===== src/rtl/efi_pkg.sv =====
// Shared constants and types of the escape-time fractal iterator.
package efi_pkg;

  // Coordinate format: signed, FRAC fraction bits
  localparam int FRAC = 28;
  localparam int CW   = 32;           // coordinate port width
  localparam int LW   = 16;           // iteration count width

  // Shared multiplier: MW x MW signed, one DW-bit digit of b per cycle
  localparam int MW   = 48;
  localparam int PW   = 2 * MW;
  localparam int DW   = 16;
  localparam int ND   = MW / DW;

  // Additive constant and new-z widths
  localparam int KW   = 36;
  localparam int ZW   = 52;

  // Fractal map codes
  localparam logic [2:0] MODE_MANDEL  = 3'd0;
  localparam logic [2:0] MODE_JULIA   = 3'd1;
  localparam logic [2:0] MODE_SHIP    = 3'd2;
  localparam logic [2:0] MODE_BUFFALO = 3'd3;
  localparam logic [2:0] MODE_STAR    = 3'd4;

  // Configuration register indexes
  localparam logic [1:0] CFG_MODE     = 2'd0;
  localparam logic [1:0] CFG_LIMIT    = 2'd1;
  localparam logic [1:0] CFG_SHIFT_RE = 2'd2;
  localparam logic [1:0] CFG_SHIFT_IM = 2'd3;

  // Configuration seen by the datapath
  typedef struct packed {
    logic        [2:0]    mode;
    logic        [LW-1:0] limit;
    logic signed [CW-1:0] shift_re;
    logic signed [CW-1:0] shift_im;
  } cfg_t;

endpackage


===== src/rtl/efi_cfg.sv =====
// Configuration register file of the fractal iterator.
module efi_cfg (
  input  logic                  clk,
  input  logic                  rst,
  input  logic                  cfg_write,
  input  logic [1:0]            cfg_index,
  input  logic [31:0]           cfg_data,
  output efi_pkg::cfg_t         cfg
);
  import efi_pkg::*;

  // Write one register per transaction
  always_ff @(posedge clk) begin
    if (rst) begin
      cfg.mode     <= MODE_MANDEL;
      cfg.limit    <= LW'(256);
      cfg.shift_re <= '0;
      cfg.shift_im <= '0;
    end else if (cfg_write) begin
      unique case (cfg_index)
        CFG_MODE:     cfg.mode     <= cfg_data[2:0];
        CFG_LIMIT:    cfg.limit    <= cfg_data[LW-1:0];
        CFG_SHIFT_RE: cfg.shift_re <= $signed(cfg_data[CW-1:0]);
        CFG_SHIFT_IM: cfg.shift_im <= $signed(cfg_data[CW-1:0]);
        default:      cfg.mode     <= cfg.mode;
      endcase
    end
  end

endmodule


===== config.mk =====
export PLATFORM = sky130hd
export DESIGN_NAME = efi_cfg
export DESIGN_NICKNAME = d
export VERILOG_FILES = /design/src/rtl/efi_pkg.sv /design/src/rtl/efi_cfg.sv
export SDC_FILE = /design/constraint.sdc
export NUM_CORES = 1
export LEC_CHECK = 0
export CORE_MARGIN = 5
export CORE_UTILIZATION = 36
export CTS_CLUSTER_DIAMETER = 200
export DETAILED_ROUTE_END_ITERATION = 10
export DONT_BUFFER_PORTS = 1
export PLACE_DENSITY = 0.54
export SLEW_MARGIN = 20
export SYNTH_ARGS = -nofsm -noshare
export SYNTH_HDL_FRONTEND = slang
export SYNTH_SLANG_ARGS = --single-unit

===== constraint.sdc =====
create_clock -name clk -period 1.14 [get_ports clk]
set_clock_uncertainty 0.1 [all_clocks]
set_input_delay 0.057 -clock clk [delete_from_list [all_inputs] [get_ports clk]]
set_output_delay 0.057 -clock clk [all_outputs]
set_load 0.01 [all_outputs]

# After elaboration in Yosys (flattened, before gate mapping)
# Index checks and enable logic that the tools add are counted.
# word_totals
latch_bits	0
inputBits	37
mem_bits_ro	0
mem_bits_rw	0
output_inout_bits	83
memories	0
reg_bits	83
elab_cells	12
# classes
addsub	0
n_reduce_logical	5
bitwise_logic	0
n_div	0
eq_ne	3
n_shift	0
n_lt_le_gt_ge	0
multipliers	0
muxes	0
# op_table
cell	count
AND reduction 2 bit	4
equality test 2 bit, second input constant	2
equality test 2 x 1 -> 1 bit, second input constant	1
zero test 2 bit	1

# Depth between registers and ports, before layout
# logic_depth
depth_word	2
ltp_mapped	4
depth_no_buf	2

# Least setup slack after synthesis
# Ideal clock, no wire load.
# synth_path
path_type	in2reg
start	in cfg_index[0]
end	reg cfg[43] in the netlist's numbering
required_ps	968
arrival_time_ps	712
setup_ps	72
slack_ps	257
stages	4
path_cell_list	and3b_1 buf_4 buf_6 mux2i_1
# synth_between
elab_chain_len	2
# synth_lines
item	line_no	text
start, declared	efi_cfg.sv:6	input logic [1:0] cfg_index,
equality test 2 bit	efi_cfg.sv:20	unique case (cfg_index)
AND reduction 2 bit (no source line)	n/a	
end, declared	efi_cfg.sv:8	output efi_pkg::cfg_t cfg
# No other way between the ends.
# A chain may end at the register's enable or synchronous reset.

# Worst setup path after layout
# layout_path
start	reg cfg[31] in the netlist's numbering
end	out cfg[31] in the netlist's numbering
# No word-level cell between the ends.

==> impl_metrics.yaml <==
status:
  status: "finished, violations left"
  violations: "hold timing"
logic_synthesis:
  yosysTopAreaCell: "dfxtp_1"
  ys_seq_area_share_pct: 49.2
  ys_types: 12
  synth.area.top_cells: "dfxtp_1, mux2i_1, nand2b_1"
  synth_cells: 310
  syn_nets: 347
  yosysTopAreaCellShare_pct: 49.2
  synth-seq-cells: 83
  synth_area_sq_um: 3380
  postSynthAreaPerCell_sq_um: 10.9
  yosys_warnings: 0
die:
  start_util_pct: 36.7
  die_h_um: 107
  die-area_sq_um: 11400
  rows: 35
  ios: 120
  dieWidth_um: 107
  design.core.area_sq_um: 9200
setup_path:
  slowest_stage: "dfxtp_1"
  worstPathArrival_ns: 0.81
  end_kind: "output port"
  cp_cell_sequence: "buf_4"
  critPathTopFamily: "flip-flops"
  crit_path_max_incr_delay_ns: 0.34
  critPathKind: "reg2out"
  critical_path_buf_inv_count: 1
  critPathRequiredTime_ns: 0.98
  path_max_fanout: 2
  start_kind: "flip-flop"
final_layout:
  fillers: 884
  largest_register_ffs: 83
  ff_latch_area_sq_um: 1660
  mostFrequentLayoutCells: "nand2b_1, mux2i_1, dfxtp_1"
  finalNonFillerCells: 435
  fin_util_pct: 42.1
  regMostFlops: "cfg"
  syn2layout_area_growth_pct: 14.5
  layout-drive-gt1-share_pct: 7.10
  antennaDiodeCount: 0
  top_regs: "cfg x83"
  multi_input_area_sq_um: 1600
  final_common_cell: "nand2b_1"
  fin_nets: 358
global_routing:
  track_usage_pct: 13.3
  overflow: 0
  grt_pass1_vias: 2159
  antenna_found_initial: 0
  grt_pass1_wl_mm: 11.8
  grt_max_degree: 117
detailed_routing:
  drtAntennaViolNets: 0
  finalWirelength_mm: 7.44
  via_per_inst: 4.78
  dr_total_vias: 2079
  first_pass_iters: 4
  drtIter0Drc: 91
  avgRoutedWirePerCell_um: 17.1
  drc: 0
power:
  p_total_mw: 6.03
  p_leak_nw: 1.65
  p_per_area_nw_per_um2: 1560
  vdd_drop_max_v: 0.000570
placed_design:
  dp.cells: 406
  dp_hpwl_mm: 4.96
  port_buffers: 0
  gp_congestion: 0.733
sta:
  period_needed_ns: 0.964
  setup_violations: 0
  fin_setup_tns_ns: 0
  rsz0062_at_grt: "no"
  whs_ns: -0.206
  finalHoldViolations: 83
  max_freq_ghz: 1.04
  tightest_slew_ns: 0.194
  slew_violations: 0
  slew_headroom_pct: 87.0
  fin_crit_sh_pct: 84.6
hold_path:
  hold_path.class: "in2reg"
clock_tree:
  post_cts_buffers: 0
  clockBufferDepth: 2
  htreeDepth: 3
  cts_tree: "built"
  cts-root-buf: "clkbuf_8"
  clk_pin_slew_ns: 0.09
  cts.sinks: 83
  post_cts_resized: 0
  cts_made_buffers: 9
  cts_hold_repair.buffers: 14
  clock_latency_ns: 0.34
job:
  maxCapViolCount: 0
[power breakdown]
part / total [mW] / switching, mW / internal, mW / leakage (nW)
registers: 3.12 / 0.123 / 3.00 / 0.675
logic: 0.369 / 0.149 / 0.219 / 0.860
clock network: 2.54 / 1.03 / 1.50 / 0.119
[through the flow]
step,setup slack [ns],area (sq um)
final,0.176,3870
after global routing,0.104,3870
after CTS,0.142,3860
after detailed placement,0.199,3480
after global placement,0.240,3480
after floorplan,0.257,3380
[layout make-up]
cell class	instances	share of cell area [%]
multi-input combinational	205	41.5
clock inverter	4	2.55
tap	111	3.59
timing repair buffer	22	5.89
clock buffer	10	3.56
sequential	83	42.9
[final timing paths]
path / from / end / slack, ns / cells past startpoint
setup / recovery: cfg[31] / cfg[31] / 0.18 / 1
hold reg to reg: cfg[31] / cfg[31] / 0.38 / 2
hold / removal: rst / cfg[46] / -0.21 / 2
setup reg to reg: cfg[80] / cfg[80] / 0.35 / 2
[cell usage after synthesis (all sizes together)]
library cell / count
and3b: 2
buf: 11
clkbuf: 11
dfxtp: 83
mux2i: 83
nand2b: 114
nand3: 1
nand3b: 2
nor2: 2
or3b: 1
[cell families (layout without fill, tap and decap cells)]
kind of cell | Yosys count | in the layout | synth area share [%]
simple gates | 122 | 122 | 22.7
buf+inv | 22 | 36 | 3.52
mux | 83 | 83 | 24.6
flops | 83 | 83 | 49.2
[routing by layer]
layer	vias to the layer above	GRT usage (%)	routed length [um]	share of wire (%)
met5	-	0	0	0
met4	0	5.02	84	1.1
met3	7	5.96	658	8.8
met2	71	20.9	3510	47
met1	972	16.0	3180	43
li1	1029	-	-	-
Power figures use the tool's default switching activity.
