File: config.mk
export PLATFORM = sky130hd
export DESIGN_NAME = efi_mult
export DESIGN_NICKNAME = d
export VERILOG_FILES = /design/src/rtl/efi_pkg.sv /design/src/rtl/efi_mult.sv
export SDC_FILE = /design/constraint.sdc
export NUM_CORES = 2
export LEC_CHECK = 0
export BUFFER_PORTS_ARGS = -buffer_cell sky130_fd_sc_hd__buf_2
export CAP_MARGIN = 30
export CORE_MARGIN = 4
export CORE_UTILIZATION = 45
export CTS_CLUSTER_SIZE = 25
export DETAILED_ROUTE_END_ITERATION = 10
export PLACE_DENSITY = 0.58
export SLEW_MARGIN = 20
export SYNTH_ARGS = -nofsm -noshare
export SYNTH_HDL_FRONTEND = slang
export SYNTH_SLANG_ARGS = --single-unit
File: constraint.sdc
create_clock -name clk -period 16.1 [get_ports clk]
set_input_delay 3.22 -clock clk [delete_from_list [all_inputs] [get_ports clk]]
set_output_delay 3.22 -clock clk [all_outputs]
set_load 0.005 [all_outputs]
File: src/rtl/efi_pkg.sv
// Shared constants and types of the escape-time fractal iterator.
package efi_pkg;

  // Coordinate format: signed, FRAC fraction bits
  localparam int FRAC = 28;
  localparam int CW   = 32;           // coordinate port width
  localparam int LW   = 16;           // iteration count width

  // Shared multiplier: MW x MW signed, one DW-bit digit of b per cycle
  localparam int MW   = 48;
  localparam int PW   = 2 * MW;
  localparam int DW   = 16;
  localparam int ND   = MW / DW;

  // Additive constant and new-z widths
  localparam int KW   = 36;
  localparam int ZW   = 52;

  // Fractal map codes
  localparam logic [2:0] MODE_MANDEL  = 3'd0;
  localparam logic [2:0] MODE_JULIA   = 3'd1;
  localparam logic [2:0] MODE_SHIP    = 3'd2;
  localparam logic [2:0] MODE_BUFFALO = 3'd3;
  localparam logic [2:0] MODE_STAR    = 3'd4;

  // Configuration register indexes
  localparam logic [1:0] CFG_MODE     = 2'd0;
  localparam logic [1:0] CFG_LIMIT    = 2'd1;
  localparam logic [1:0] CFG_SHIFT_RE = 2'd2;
  localparam logic [1:0] CFG_SHIFT_IM = 2'd3;

  // Configuration seen by the datapath
  typedef struct packed {
    logic        [2:0]    mode;
    logic        [LW-1:0] limit;
    logic signed [CW-1:0] shift_re;
    logic signed [CW-1:0] shift_im;
  } cfg_t;

endpackage

File: src/rtl/efi_mult.sv
// Digit-serial signed multiplier shared by all products of the iterator.
module efi_mult (
  input  logic                            clk,
  input  logic                            rst,
  input  logic                            start,
  input  logic signed [efi_pkg::MW-1:0]   a,
  input  logic signed [efi_pkg::MW-1:0]   b,
  output logic                            done,
  output logic signed [efi_pkg::PW-1:0]   prod
);
  import efi_pkg::*;

  localparam int DIW = $clog2(ND);

  logic signed [MW-1:0]   opa;
  logic signed [MW-1:0]   opb;
  logic        [DIW-1:0]  digit;
  logic                   busy;
  logic signed [DW:0]     dig;
  logic signed [MW+DW:0]  pp;
  logic signed [PW-1:0]   pp_sh;

  // Pick the current digit of b: top digit signed, the rest unsigned
  always_comb begin
    if (digit == DIW'(ND - 1)) begin
      dig = {opb[MW-1], opb[MW-1 -: DW]};
    end else begin
      dig = {1'b0, opb[digit*DW +: DW]};
    end
    pp    = opa * dig;
    pp_sh = PW'(pp) <<< (digit * DW);
  end

  // Accumulate one partial product per cycle
  always_ff @(posedge clk) begin
    if (rst) begin
      busy  <= 1'b0;
      done  <= 1'b0;
      digit <= '0;
    end else begin
      done <= 1'b0;
      if (start) begin
        busy  <= 1'b1;
        digit <= '0;
      end else if (busy) begin
        digit <= digit + DIW'(1);
        if (digit == DIW'(ND - 1)) begin
          busy <= 1'b0;
          done <= 1'b1;
        end
      end
    end
  end

  // Operands and accumulator carry no reset
  always_ff @(posedge clk) begin
    if (start) begin
      opa  <= a;
      opb  <= b;
      prod <= '0;
    end else if (busy) begin
      prod <= prod + pp_sh;
    end
  end

endmodule

Yosys cells after proc, flatten, opt, wreduce, memory -nomap -nowiden
Index checks and enable logic that the tools add are counted.
- reduce and logical (&&, ||, !) cells: 2
- multipliers: 1
- equality and inequality tests: 1
- shift operators: 2
- $add $sub $neg: 2
- multiplexer cells: 5
- bitwise gates (word level): 1
- operator list (cell ; number):
    adder 96 bit ; 1
    <<< shifter 65 x 6 -> 96 bit ; 1
    multiplier 48 x 17 -> 65 bit ; 1
    variable part select 48 x 7 -> 16 bit ; 1
    2-to-1 mux 17 bit ; 1
    2-to-1 mux 1 bit ; 4
    OR reduction 3 bit ; 1
    adder 2 x 1 -> 2 bit, second input constant ; 1
    == test 2 bit, second input constant ; 1
    OR reduction 2 bit ; 1
    NOT 1 bit ; 1
- output and inout port bits: 97
- logic and storage cells: 20
- input port bits: 99
- register bits after elaboration: 196

Longest topological paths before layout
- depth in word-level cells: 5
- gate-level depth with buffers: 51
- mapped depth without buffers: 46

Least setup slack after synthesis
OpenSTA, ideal clock, no wires.
- kind: reg2reg
- from: register digit[0]
- to: register prod[95] (netlist bit)
- data required time: 15.977 ns
- clock period less this slack: 11.054 ns
- arrival time: 10.931 ns
- path buffers: 8
- setup slack: 5.046 ns
- setup time: 0.123 ns
- stages on the path, launching flop included: 45
- cell sequence: dfxtp_1 > inv_1 > clkbuf_1 > clkbuf_1 > ha_1 > inv_1 > nand2_1 > clkbuf_1 > nand2_1 > o21ai_0 > clkbuf_1 > clkbuf_1 > nand2_1 > fa_1 > inv_1 > fa_1 > inv_1 > fa_1 > (+9 left out) > nand4_1 > or4_1 > o211ai_2 > a211oi_1 > a31o_1 > o31a_1 > clkbuf_1 > a211oi_1 > a21oi_1 > ha_1 > clkbuf_1 > nand4_1 > or3_1 > or4_1 > o2111a_1 > or3b_1 > mux2i_1 > mux2_1
- word-level cells in the longest chain between the ends: 5
- elaborated cells on any way between the ends: 6
- classes of those cells: 1 x add/sub; 1 x mul; 1 x eq/ne; 2 x shift; 1 x mux
- RTL lines (item ; line ; source):
    from (decl) ; efi_mult.sv:17 ; logic [DIW-1:0] digit;
    from (signal assigned) ; efi_mult.sv:46 ; digit <= digit + DIW'(1);
    variable part select 48 x 7 -> 16 bit / == test 2 bit (equally long branches) ; efi_mult.sv:28, efi_mult.sv:25 ;
    2-to-1 mux 17 bit ; efi_mult.sv:25 ; if (digit == DIW'(ND - 1)) begin
    multiplier 48 x 17 -> 65 bit ; efi_mult.sv:30 ; pp = opa * dig;
    <<< shifter 65 x 6 -> 96 bit * ; efi_mult.sv:31 ; pp_sh = PW'(pp) <<< (digit * DW);
    adder 96 bit * ; efi_mult.sv:62 ; prod <= prod + pp_sh;
    to (signal assigned) ; efi_mult.sv:62 ;
    to (decl) ; efi_mult.sv:9 ; output logic signed [efi_pkg::PW-1:0] prod
Mark *: on every way between the ends. The rest lies on a longest branch, timed or not.
A chain may end at the register's enable or synchronous reset.

Worst setup path in the final report
Ends and elaborated chain as after synthesis.

==> impl_metrics.ini <==
[die]
fp.dieW_um = 311
rows = 110
dieArea_um2 = 96800
core_area_um2 = 90600
num_io_pins = 196
die_h_um = 311
initial_core_util_pct = 45.7

[placement]
gp_congestion = 0.960
dp_hpwl_um = 98800
dpl.cell_count = 5925
port_buffers = 195

[grt]
overflow = 0
grt_pass1_wl_um = 197000
grt_usage_pct = 25.9
antenna_found_initial = 0
grt_max_degree = 70
grt_pass1_vias = 34100

[setup_path]
crit_top_cell = fa_1
reg2reg_depth = 39
critPathLaunchType = flop
worstPathRequired_ns = 16.51
crit_type = reg -> reg
cp-end-kind = flop
cpPeakStageDelay_ns = 0.61
worstPathArrival_ns = 13.60
cp_max_fo = 56
ff2ff_setup_slack_ns = 2.90
r2r-end = prod[95]
slowest_stage = o21ai_0
r2r_start = digit[0]

[drt]
first_pass_iters = 7
wl_um = 123000
via_per_inst = 5.47
drt-initial-drc-count = 2241
via_count = 32600
drc = 0
wl_per_cell_um = 20.6
ant_nets = 0

[final_layout]
nets = 5873
layout-drive-gt1-share_pct = 6.73
fillers = 8932
final-instance-count-excl-fill = 5959
syn_to_final_growth_pct = 6.26

[yosys]
synth_top_cell_area_share_pct = 36.9
synthCells = 4767
ys_seq_elements = 196
synth_edf_count = 96
yosysTopAreaCell = fa_1
synth_flop_cell = dfxtp_1
synth.area.top_cells = fa_1 (37%), inv_1 (8.1%), ha_1 (7.4%)
synth_warnings = 0
yosysSeqAreaShare_pct = 11.8
async_flop_share_pct = 0
syn_avg_cell_area_um2 = 8.67
syn-num-nets = 5871
syn_area_um2 = 41300
ys_types = 87

[timing]
fin_crit_sh_pct = 82.0
finalHoldViolations = 0
fmax_mhz = 75.8
tightest_slew_ns = 0.981
rsz0062_at_grt = false
finalSetupTns_ns = 0
worst_slew_margin_rel_pct = 34.1
fin_skew_ns = 0.0257
drv_slew = 0
setup_viol = 0
period_minus_slack_ns = 13.20

[clock_network]
cts_hold_buffers = 0
h-tree-depth = 4
clockRootBuffer = clkbuf_16
cts_sinks = 196
clock_path_buffers = 2
post_cts_buffers = 0
cts_buffers = 17
clk_latency_ns = 0.54
cts_tree = built
clk_pin_slew_worst_paths_ns = 0.10
cts_resized = 0

[min_path]
hold_path_class = reg -> reg
whs_path_depth = 2
hold_path_end = prod[82]
hp-start = prod[82]

[run]
drv_cap = 0

[outcome]
outcome = finished clean
[layout by cell type (no fill, tap or decap), types with 106 or more instances in the layout]
cell and n:
a21oi_1 240, nor2b_1 106, nor2_1 247, o21ai_0 112, fa_1 762, buf_2 194, ha_1 243, inv_1 892
and2_1 232, nand2_1 642, mux2i_1 127
[cells by family after synthesis]
family | after synthesis | synth area share (%)
and+or+nand+nor | 1447 | 16.5
AOI/OAI and AO/OA | 701 | 10.8
adders and majority gates | 1005 | 44.2
buffers and inverters | 1138 | 10.4
xor gates and xnor gates | 151 | 3.20
DFF | 196 | 11.8
muxes | 129 | 3.13
[synthesized netlist by cell type (all sizes together), types with 82 or more instances]
| master | count |
|---|---|
| fa | 762 |
| inv | 893 |
| nor2b | 106 |
| clkbuf | 221 |
| dfxtp | 100 |
| a21o | 82 |
| o21ai | 138 |
| mux2i | 127 |
| nor2 | 247 |
| xnor2 | 98 |
| edfxtp | 96 |
| a21oi | 245 |
| nand2 | 644 |
| ha | 243 |
| and2 | 233 |
[how the worst max path moves through the flow]
stage | start | end | slack [ns] | cells past startpoint
floorplan | digit[0] | prod[95] | 5.05 | 44
global placement | digit[0] | prod[95] | 3.28 | 39
finish | digit[0] | prod[95] | 2.90 | 39
CTS | digit[0] | prod[95] | 3.13 | 39
global route | digit[0] | prod[95] | 2.42 | 39
detailed placement | digit[0] | prod[95] | 3.23 | 39
[layer usage]
layer	vias up	track usage [%]	wire (um)
met5	-	0	0
met4	0	4.66	2150
met3	141	3.75	6530
met2	920	43.4	59300
met1	16700	36.1	54900
li1	14900	-	-
[final cells by class]
class	count	area [um2]	share of cell area, %
diodes	1	2.50	0.00570
clock buffers	18	429	0.977
flip-flops and latches	196	4890	11.1
repair buffers	228	1270	2.88
inverters	893	3350	7.63
multi-input cells	3433	32400	73.7
well taps	1176	1470	3.35
clock inverters	14	163	0.370
[flip-flops by register name, indices dropped and copies added (netlist names)]
register	count
done	1
digit	2
opb	48
opa	48
busy	1
prod	96
[critical path, delay by kind of cell (launching register included)]
family / cells / cell delay, ns
DFF: 1 / 0.34
buffers and inverters: 7 / 1.70
and+or+nand+nor: 8 / 2.40
muxes: 3 / 0.75
xor gates and xnor gates: 1 / 0.44
AOI/OAI and AO/OA: 12 / 3.53
adders and majority gates: 8 / 3.84
[per-stage QoR]
stage	cell area (um2)	setup slack (ns)	hold WS, ns	utilization, %
finish	43900	2.90	0.486	48.5
global route	43900	2.42	0.512	48.5
CTS	43900	3.13	0.493	48.5
detailed placement	43300	3.23	0.480	47.8
global placement	43300	3.28	0.476	47.8
floorplan	41300	5.05	0.459	-
Power is not shown: default switching activity piles up to over one toggle a cycle in this logic, so the estimate is an artifact.
